## config.mk

```make
export PLATFORM = sky130hd
export DESIGN_NAME = insertion_sorter
export DESIGN_NICKNAME = d
export VERILOG_FILES = /design/src/design/isrt_pkg.sv /design/src/design/isrt_ctrl.sv /design/src/design/isrt_dpath.sv /design/src/design/insertion_sorter.sv
export SDC_FILE = /design/constraint.sdc
export NUM_CORES = 2
export LEC_CHECK = 0
export ABC_AREA = 1
export BUFFER_PORTS_ARGS = -buffer_cell sky130_fd_sc_hd__buf_2
export CAP_MARGIN = 30
export CORE_MARGIN = 2
export CORE_UTILIZATION = 35
export CTS_CLUSTER_SIZE = 10
export DETAILED_ROUTE_END_ITERATION = 6
export SLEW_MARGIN = 40
export SYNTH_ARGS = -nofsm -noshare
export SYNTH_HDL_FRONTEND = slang
export SYNTH_SLANG_ARGS = --single-unit
```

## constraint.sdc

```tcl
create_clock -name clk_i -period 3.6 [get_ports clk_i]
set_clock_uncertainty 0.2 [all_clocks]
set_input_delay 0.36 -clock clk_i [delete_from_list [all_inputs] [get_ports clk_i]]
set_output_delay 0.36 -clock clk_i [all_outputs]
set_load 0.05 [all_outputs]
```

## src/design/isrt_pkg.sv

```systemverilog
// Package for the insertion sorter: shared data type and the
// command/status structs between controller and datapath. No dependencies.
package isrt_pkg;

  localparam int unsigned DataW = 32;

  typedef logic signed [DataW-1:0] data_t;

  typedef struct packed {
    logic insert;
    logic pop;
  } isrt_cmd_t;

  typedef struct packed {
    logic last;
  } isrt_stat_t;

endpackage

```

## src/design/isrt_ctrl.sv

```systemverilog
// Controller for the insertion sorter: collect/emit state machine.
// Depends on isrt_pkg.
module isrt_ctrl import isrt_pkg::*; (
  input  logic       clk_i,
  input  logic       rst_ni,
  input  logic       in_valid_i,
  input  logic       set_end_i,
  input  logic       out_ready_i,
  input  isrt_stat_t stat_i,
  output logic       in_ready_o,
  output logic       out_valid_o,
  output isrt_cmd_t  cmd_o
);

  typedef enum logic {
    StCollect,
    StEmit
  } state_e;

  state_e state_q;
  logic   in_ready_q;
  logic   out_valid_q;
  logic   in_beat;
  logic   out_beat;

  assign in_beat  = in_valid_i & in_ready_q;
  assign out_beat = out_valid_q & out_ready_i;

  always_ff @(posedge clk_i or negedge rst_ni) begin
    if (!rst_ni) begin
      state_q     <= StCollect;
      in_ready_q  <= 1'b1;
      out_valid_q <= 1'b0;
    end else begin
      case (state_q)
        StCollect: begin
          if (in_beat && set_end_i) begin
            state_q     <= StEmit;
            in_ready_q  <= 1'b0;
            out_valid_q <= 1'b1;
          end
        end
        StEmit: begin
          if (out_beat && stat_i.last) begin
            state_q     <= StCollect;
            in_ready_q  <= 1'b1;
            out_valid_q <= 1'b0;
          end
        end
        default: begin
          state_q     <= StCollect;
          in_ready_q  <= 1'b1;
          out_valid_q <= 1'b0;
        end
      endcase
    end
  end

  assign in_ready_o   = in_ready_q;
  assign out_valid_o  = out_valid_q;
  assign cmd_o.insert = in_beat;
  assign cmd_o.pop    = out_beat;

endmodule

```

## src/design/isrt_dpath.sv

```systemverilog
// Datapath for the insertion sorter: row of compare cells holding the set
// in ascending order, count and drop flag. Depends on isrt_pkg.
module isrt_dpath import isrt_pkg::*; #(
  parameter int unsigned MAX_ITEMS = 16
) (
  input  logic       clk_i,
  input  logic       rst_ni,
  input  isrt_cmd_t  cmd_i,
  input  data_t      sample_value_i,
  output isrt_stat_t stat_o,
  output data_t      sorted_value_o,
  output logic       run_end_o,
  output logic       overflowed_o
);

  localparam int unsigned CntW = $clog2(MAX_ITEMS + 1);

  data_t          store_q [MAX_ITEMS];
  data_t          store_d [MAX_ITEMS];
  logic [CntW-1:0] count_q, count_d;
  logic           drop_q, drop_d;
  logic [MAX_ITEMS-1:0] gt;
  logic           full;

  assign full = (count_q == CntW'(MAX_ITEMS));

  for (genvar k = 0; k < MAX_ITEMS; k++) begin : g_cell
    assign gt[k] = (CntW'(k) < count_q) && (store_q[k] > sample_value_i);

    always_comb begin
      store_d[k] = store_q[k];
      if (cmd_i.pop) begin
        if (k < MAX_ITEMS - 1) begin
          store_d[k] = store_q[(k < MAX_ITEMS - 1) ? k + 1 : k];
        end
      end else if (cmd_i.insert && !full) begin
        if (k > 0 && gt[(k > 0) ? k - 1 : 0]) begin
          store_d[k] = store_q[(k > 0) ? k - 1 : 0];
        end else if (gt[k] || CntW'(k) == count_q) begin
          store_d[k] = sample_value_i;
        end
      end
    end

    always_ff @(posedge clk_i) begin
      store_q[k] <= store_d[k];
    end
  end

  always_comb begin
    count_d = count_q;
    drop_d  = drop_q;
    if (cmd_i.pop) begin
      count_d = count_q - CntW'(1);
      if (stat_o.last) begin
        drop_d = 1'b0;
      end
    end else if (cmd_i.insert) begin
      if (full) begin
        drop_d = 1'b1;
      end else begin
        count_d = count_q + CntW'(1);
      end
    end
  end

  always_ff @(posedge clk_i or negedge rst_ni) begin
    if (!rst_ni) begin
      count_q <= '0;
      drop_q  <= 1'b0;
    end else begin
      count_q <= count_d;
      drop_q  <= drop_d;
    end
  end

  assign stat_o.last    = (count_q == CntW'(1));
  assign sorted_value_o = store_q[0];
  assign run_end_o      = stat_o.last;
  assign overflowed_o   = drop_q;

endmodule

```

## src/design/insertion_sorter.sv

```systemverilog
// Insertion sorter for sets of signed 32-bit values, stable ascending.
// Built from isrt_ctrl and isrt_dpath; depends on isrt_pkg.
//
// Input channel: one value per beat on sample_value_i; set_end_i marks the
// last value of a set. Each beat is inserted by a row of compare cells, so a
// set is collected at one value per cycle.
// Output channel: after the set_end beat the set leaves head first, one
// value per cycle while out_ready_i is high; run_end_o marks the largest
// value and overflowed_o is high on every beat of a set that lost values
// because more than MAX_ITEMS arrived.
// The first result is valid the cycle after the set_end beat.
// A set keeps at most MAX_ITEMS values; input is not accepted while a set is
// being emitted and is ready again the cycle after the run_end beat.
// A receiver stall holds the current result and freezes the cell row.
// Reset empties the set and clears the overflow flag; input is ready.
module insertion_sorter import isrt_pkg::*; #(
  parameter int unsigned MAX_ITEMS = 16
) (
  input  logic  clk_i,
  input  logic  rst_ni,
  input  logic  in_valid_i,
  output logic  in_ready_o,
  input  data_t sample_value_i,
  input  logic  set_end_i,
  output logic  out_valid_o,
  input  logic  out_ready_i,
  output data_t sorted_value_o,
  output logic  run_end_o,
  output logic  overflowed_o
);

  isrt_cmd_t  cmd;
  isrt_stat_t stat;

  isrt_ctrl u_ctrl (
    .clk_i      (clk_i),
    .rst_ni     (rst_ni),
    .in_valid_i (in_valid_i),
    .set_end_i  (set_end_i),
    .out_ready_i(out_ready_i),
    .stat_i     (stat),
    .in_ready_o (in_ready_o),
    .out_valid_o(out_valid_o),
    .cmd_o      (cmd)
  );

  isrt_dpath #(
    .MAX_ITEMS(MAX_ITEMS)
  ) u_dpath (
    .clk_i         (clk_i),
    .rst_ni        (rst_ni),
    .cmd_i         (cmd),
    .sample_value_i(sample_value_i),
    .stat_o        (stat),
    .sorted_value_o(sorted_value_o),
    .run_end_o     (run_end_o),
    .overflowed_o  (overflowed_o)
  );

endmodule

```

* Word-level counts from Yosys, hierarchy flattened
Memory sizes are Yosys's and may differ from the RTL's.
Index checks and enable logic that the tools add are counted.
** Storage, ports and cells
- Bits in registers :: 9
- Bits in latches :: 0
- Memories :: 1
- Output and inout bits :: 36
- Memory bits (read-only) :: 0
- Input bits :: 37
- Memory bits (writable) :: 512
** Memory list
- u_dpath.store_q :: words 16, bits a word 32, read ports 16, clocked after memory_dff 0, write ports 16, line isrt_dpath.sv:18 : data_t store_q [MAX_ITEMS];
** Cells by class
- Add/sub/neg operators :: 2
- $lt $le $gt $ge :: 32
- Reduce and logical (&&, ||, !) cells :: 42
- Bitwise gates (word level) :: 3
- Shift operators :: 0
- Multiplexer cells :: 79
- Equality and inequality tests :: 21
- Divide/modulo/power cells :: 0
- $mul :: 0
** Operators with widths (count)
- $mux W32 :: 63
- $gt A32 B32 Y1 :: 16
- $eq A4 B5 Y1 const A :: 8
- $lt A4 B5 Y1 const A :: 8
- $eq A3 B5 Y1 const A :: 4
- $lt A3 B5 Y1 const A :: 4
- $logic_and A1 B1 Y1 :: 19
- $logic_or A1 B1 Y1 :: 16
- $mux W5 :: 3
- $eq A2 B5 Y1 const A :: 2
- $lt A1 B5 Y1 const A :: 2
- $lt A2 B5 Y1 const A :: 2
- $mux W1 :: 10
- $pmux W1 S2 :: 3
- $add A5 B1 Y5 const B :: 1
- $eq A1 B5 Y1 const A :: 1
- $eq A5 B1 Y1 const B :: 1
- $eq A5 B5 Y1 const B :: 1
- $logic_not A5 Y1 :: 1
- $sub A5 B1 Y5 const B :: 1
- $ne A2 B1 Y1 const B :: 2
- $ne A2 B2 Y1 const B :: 2
- $reduce_and A2 Y1 :: 2
- $reduce_bool A2 Y1 :: 2
- other kinds (4) :: 5

* Longest topological paths before layout
- Depth in word-level cells :: 7
- Depth in mapped cells :: 20
- Depth with buffers taken out :: 19

* By module
From an unflattened synthesis, not the netlist that was laid out.
** Unflattened totals
- Cells, all modules :: 5586
- Area total of the unflattened synthesis :: 41991.5 µm²
** Modules (own cells, without submodules)
- isrt_dpath :: area each 41832.6 µm², times used 1, seq. area each 15524.9 µm², cells each 5565
- isrt_ctrl :: area each 158.9 µm², times used 1, seq. area each 76.3 µm², cells each 21

* Worst setup path after synthesis
OpenSTA, ideal clock, no wires.
- Kind :: input to register
- From :: input port sample_value_i[31]
- To :: memory u_dpath.store_q[0][0] (netlist name), enable pin
- Data required time :: 2.968 ns
- Library setup time :: 0.432 ns
- Stages on the path :: 13
- Slack :: -1.086 ns
- Data arrival time :: 4.055 ns
- Buffers on the path :: 2
- Cells stage by stage :: inv_1 clkbuf_1 ha_1 nand2_1 inv_1 nor3_1 nand2_1 a21oi_1 nand3b_1 nand2_2 nand2_2 buf_6 a21oi_1
** RTL lines
- start: declaration :: line insertion_sorter.sv:23 : input data_t sample_value_i,
- end: declaration :: line isrt_dpath.sv:18

==> impl_metrics.py <==
metrics = {
    "outcome": {
        "outcome": "complete, no violations",
    },
    "global_route": {
        "grt_overflow": 0,
        "grt_usage_pct": 19.38,
        "grt_pass1_wl_um": 200400,
        "grt_pass1_vias": 36680,
        "antenna_found_initial": 1,
        "grt_max_degree": 171,
    },
    "clock_network": {
        "cts_tree": "done",
        "clock_path_buffers": 3,
        "postCtsHoldBufs": 35,
        "postCtsSetupBuffers": 0,
        "cts_sinks": 521,
        "worst_skew_pair.late_latency_ns": 0.65,
        "root_buffer": "clkbuf_16",
        "cts_buffers": 69,
        "clk_pin_slew_ns": 0.06,
        "postCtsResizedCells": 0,
        "htreeDepth": 3,
    },
    "finish": {
        "fillers": 12590,
        "fin_nets": 6198,
        "finalCoreUtilization_pct": 39.63,
        "n_antenna_cell": 0,
        "synthToLayoutAreaGrowth_pct": 12.58,
        "drive_above_1_share_pct": 8.850,
    },
    "pwr": {
        "power_per_cell_area_mw_per_mm2": 318.5,
        "p_leak_uw": 0.02286,
        "vdd.ir_drop.worst_mv": 0.2963,
    },
    "setup_path": {
        "cp-end-kind": "register",
        "start_kind": "primary input",
        "arrival_ns": 3.48,
        "path_cells": "dlygate4sd3_1, buf_2, inv_1, buf_12, buf_4, ha_1, nand2_1, nor2_1, nand2_1, nor4_2, nand2_1, nand3_2, nand3_4, nand3_1, nand2_1, clkinvlp_4, buf_4",
        "path_common_cell": "nand2_1",
        "path_max_fanout": 32,
        "cp.required_ns": 3.67,
        "cpMaxStageDelayCell": "dlygate4sd3_1",
        "slowest_delay_ns": 0.53,
        "path_class": "in -> reg",
    },
    "timing": {
        "fin_crit_sh_pct": 94.82,
        "finalHoldViolations": 0,
        "max_freq_ghz": 0.2929,
        "rsz0062_at_grt": "false",
        "slew_headroom_pct": 41.75,
        "tightest_slew_ns": 0.8738,
        "setup_viol": 0,
        "slew_violations": 0,
        "setup_tns_ns": 0,
        "fin_crit_ns": 3.414,
    },
    "floorplanning": {
        "ios": 73,
        "fp-row-count": 128,
        "die_x_um": 353.4,
        "dieHeight_um": 353.4,
        "die_area_mm2": 0.1249,
        "core_mm2": 0.1214,
        "initial_core_util_pct": 35.20,
    },
    "logic_synthesis": {
        "ys_seq_area_share_pct": 36.51,
        "postSynth.asyncResetShare_pct": 1.727,
        "synth_nets": 6153,
        "ys.flop_type": "edfxtp_1",
        "syn_area_per_cell_um2": 7.633,
        "syn_inst": 5599,
        "synth-edff-count": 512,
        "ys_ff_latch": 521,
        "synth_warnings": 0,
        "syn_area_mm2": 0.04274,
        "synth_cell_types": 41,
    },
    "detailed_routing": {
        "via_count": 37340,
        "totalWireLength_um": 123700,
        "drtAntennaViolNets": 0,
        "wl_per_cell_um": 16.90,
        "viasPerCell": 5.101,
        "drtIter0Drc": 3015,
        "firstDrtPassIters": 5,
        "drc": 0,
    },
    "placement": {
        "numPortBuffers": 72,
        "place.gp.congestion": 0.8913,
        "dp.final_hpwl_um": 90780,
    },
    "worst_hold_path": {
        "min_path_type": "in -> reg",
    },
    "job": {
        "maxCapViolCount": 0,
    },
}
sequential cells by signal, indices dropped and copies added, names as in the netlist:
signal and count:
u_dpath.store_q 512, u_dpath.count_q 5, u_ctrl.in_ready_o 1, u_ctrl.out_valid_o 1
u_ctrl.state_q 1, u_dpath.overflowed_o 1
layout make-up:
type | instances | area (um2) | share of cell area (%)
Sequential cell | 521 | 15600 | 32.43
Clock buffer | 94 | 1916 | 3.981
Inverter | 614 | 2335 | 4.853
Clock inverter | 28 | 167.7 | 0.3485
Tap cell | 1625 | 2033 | 4.226
Timing Repair Buffer | 323 | 2914 | 6.057
Multi-Input combinational cell | 4115 | 23150 | 48.11
Yosys cell counts (4+ instances only):
master / instances / area share [%]
edfxtp_1: 512 / 36
buf_1: 48 / 0.42
dfrtp_1: 8 / 0.47
o21ai_0: 97 / 1.1
inv_1: 609 / 5.3
nand3_4: 6 / 0.25
nor3_1: 15 / 0.18
nand3_1: 501 / 5.9
xor2_1: 4 / 0.082
nand2_1: 1934 / 17
o21a_1: 32 / 0.56
inv_2: 4 / 0.035
ha_1: 517 / 15
a21oi_1: 266 / 3.1
buf_2: 128 / 1.5
clkbuf_1: 101 / 0.89
a21oi_2: 36 / 0.74
buf_6: 18 / 0.47
nand4_1: 446 / 6.5
buf_4: 54 / 0.95
nor2_2: 11 / 0.16
nor2_1: 182 / 1.6
nor3_2: 7 / 0.16
nand3_2: 20 / 0.47
nand2_2: 13 / 0.19
nor4_4: 5 / 0.25
where the power goes:
| group | switching (uW) | leakage (uW) | total (uW) | internal (uW) |
|---|---|---|---|---|
| clock | 2820 | 0.00101 | 6600 | 3780 |
| sequential | 0 | 0.00470 | 6690 | 6690 |
| combinational | 1280 | 0.0171 | 2030 | 747 |
| total | 4100 | 0.0229 | 15300 | 11200 |
per-layer routing:
layer	global-route usage (%)	routed length, um	up-vias
met4	4.655	2431	0
met2	32.45	57510	950
li1	-	-	19050
met3	2.505	6310	149
met1	26.48	57430	17200
met5	0	0	-
cell usage in the layout (no fill, tap or decap), types with 35 or more instances in the layout:
cell	count
a21oi_1	261
a21oi_2	39
buf_12	43
buf_2	72
buf_4	170
clkbuf_16	73
dlygate4sd3_1	35
edfxtp_1	512
ha_1	517
inv_1	603
nand2_1	1933
nand3_1	501
nand4_1	446
nor2_1	173
o21ai_0	97
critical path: cells and delay by family:
| family | cells | cell delay, ns |
|---|---|---|
| adder cells (fa/ha/maj) | 1 | 0.31 |
| AND/OR/NAND/NOR | 9 | 1.24 |
| buffers and inverters | 7 | 1.53 |
stage by stage:
step                area (um2)  hold WS (ns)  cells  power [uW]  setup slack [ns]
floorplan                42840       -0.1356   5599        8193         0.0002680
global placement         45620       0.06884   7161        8753            0.1002
detailed placement       45680       0.07366   7163        8806            0.1108
CTS                      48110      0.006994   7320       15490            0.2507
global route             48110       0.03083   7320       15980           0.04132
finish                   48110       0.05059   7320       15320            0.1863
logic make-up (layout without fill, tap and decap cells):
| group | count (synthesis) | in the layout | synth area share [%] |
|---|---|---|---|
| AND/OR/NAND/NOR | 3146 | 3146 | 32.77 |
| buffers and inverters | 963 | 1059 | 9.623 |
| flip-flops | 521 | 521 | 36.51 |
| adder cells (fa/ha/maj) | 517 | 517 | 15.14 |
| AO/OA/AOI/OAI | 447 | 447 | 5.858 |
| XOR/XNOR | 5 | 5 | 0.1025 |
path summary, 6_finish.rpt:
kind	cells after the start	endpoint	start	slack, ns
hold reg to reg	2	u_ctrl.in_ready_o$_DFFE_PN1P_	u_ctrl.in_ready_o$_DFFE_PN1P_	0.28
hold / removal	3	u_dpath.store_q[0][0]$_DFFE_PP_	sample_value_i[0]	0.05
setup reg to reg	8	u_dpath.store_q[2][24]$_DFFE_PP_	u_dpath.count_q[0]$_DFFE_PN0P_	0.24
max in group asynchronous	3	u_dpath.count_q[3]$_DFFE_PN0P_	rst_ni	2.10
min in group asynchronous	2	u_ctrl.in_ready_o$_DFFE_PN1P_	rst_ni	0.06
setup / recovery	17	u_dpath.store_q[2][24]$_DFFE_PP_	sample_value_i[27]	0.19
(Power assumes the default switching activity.)
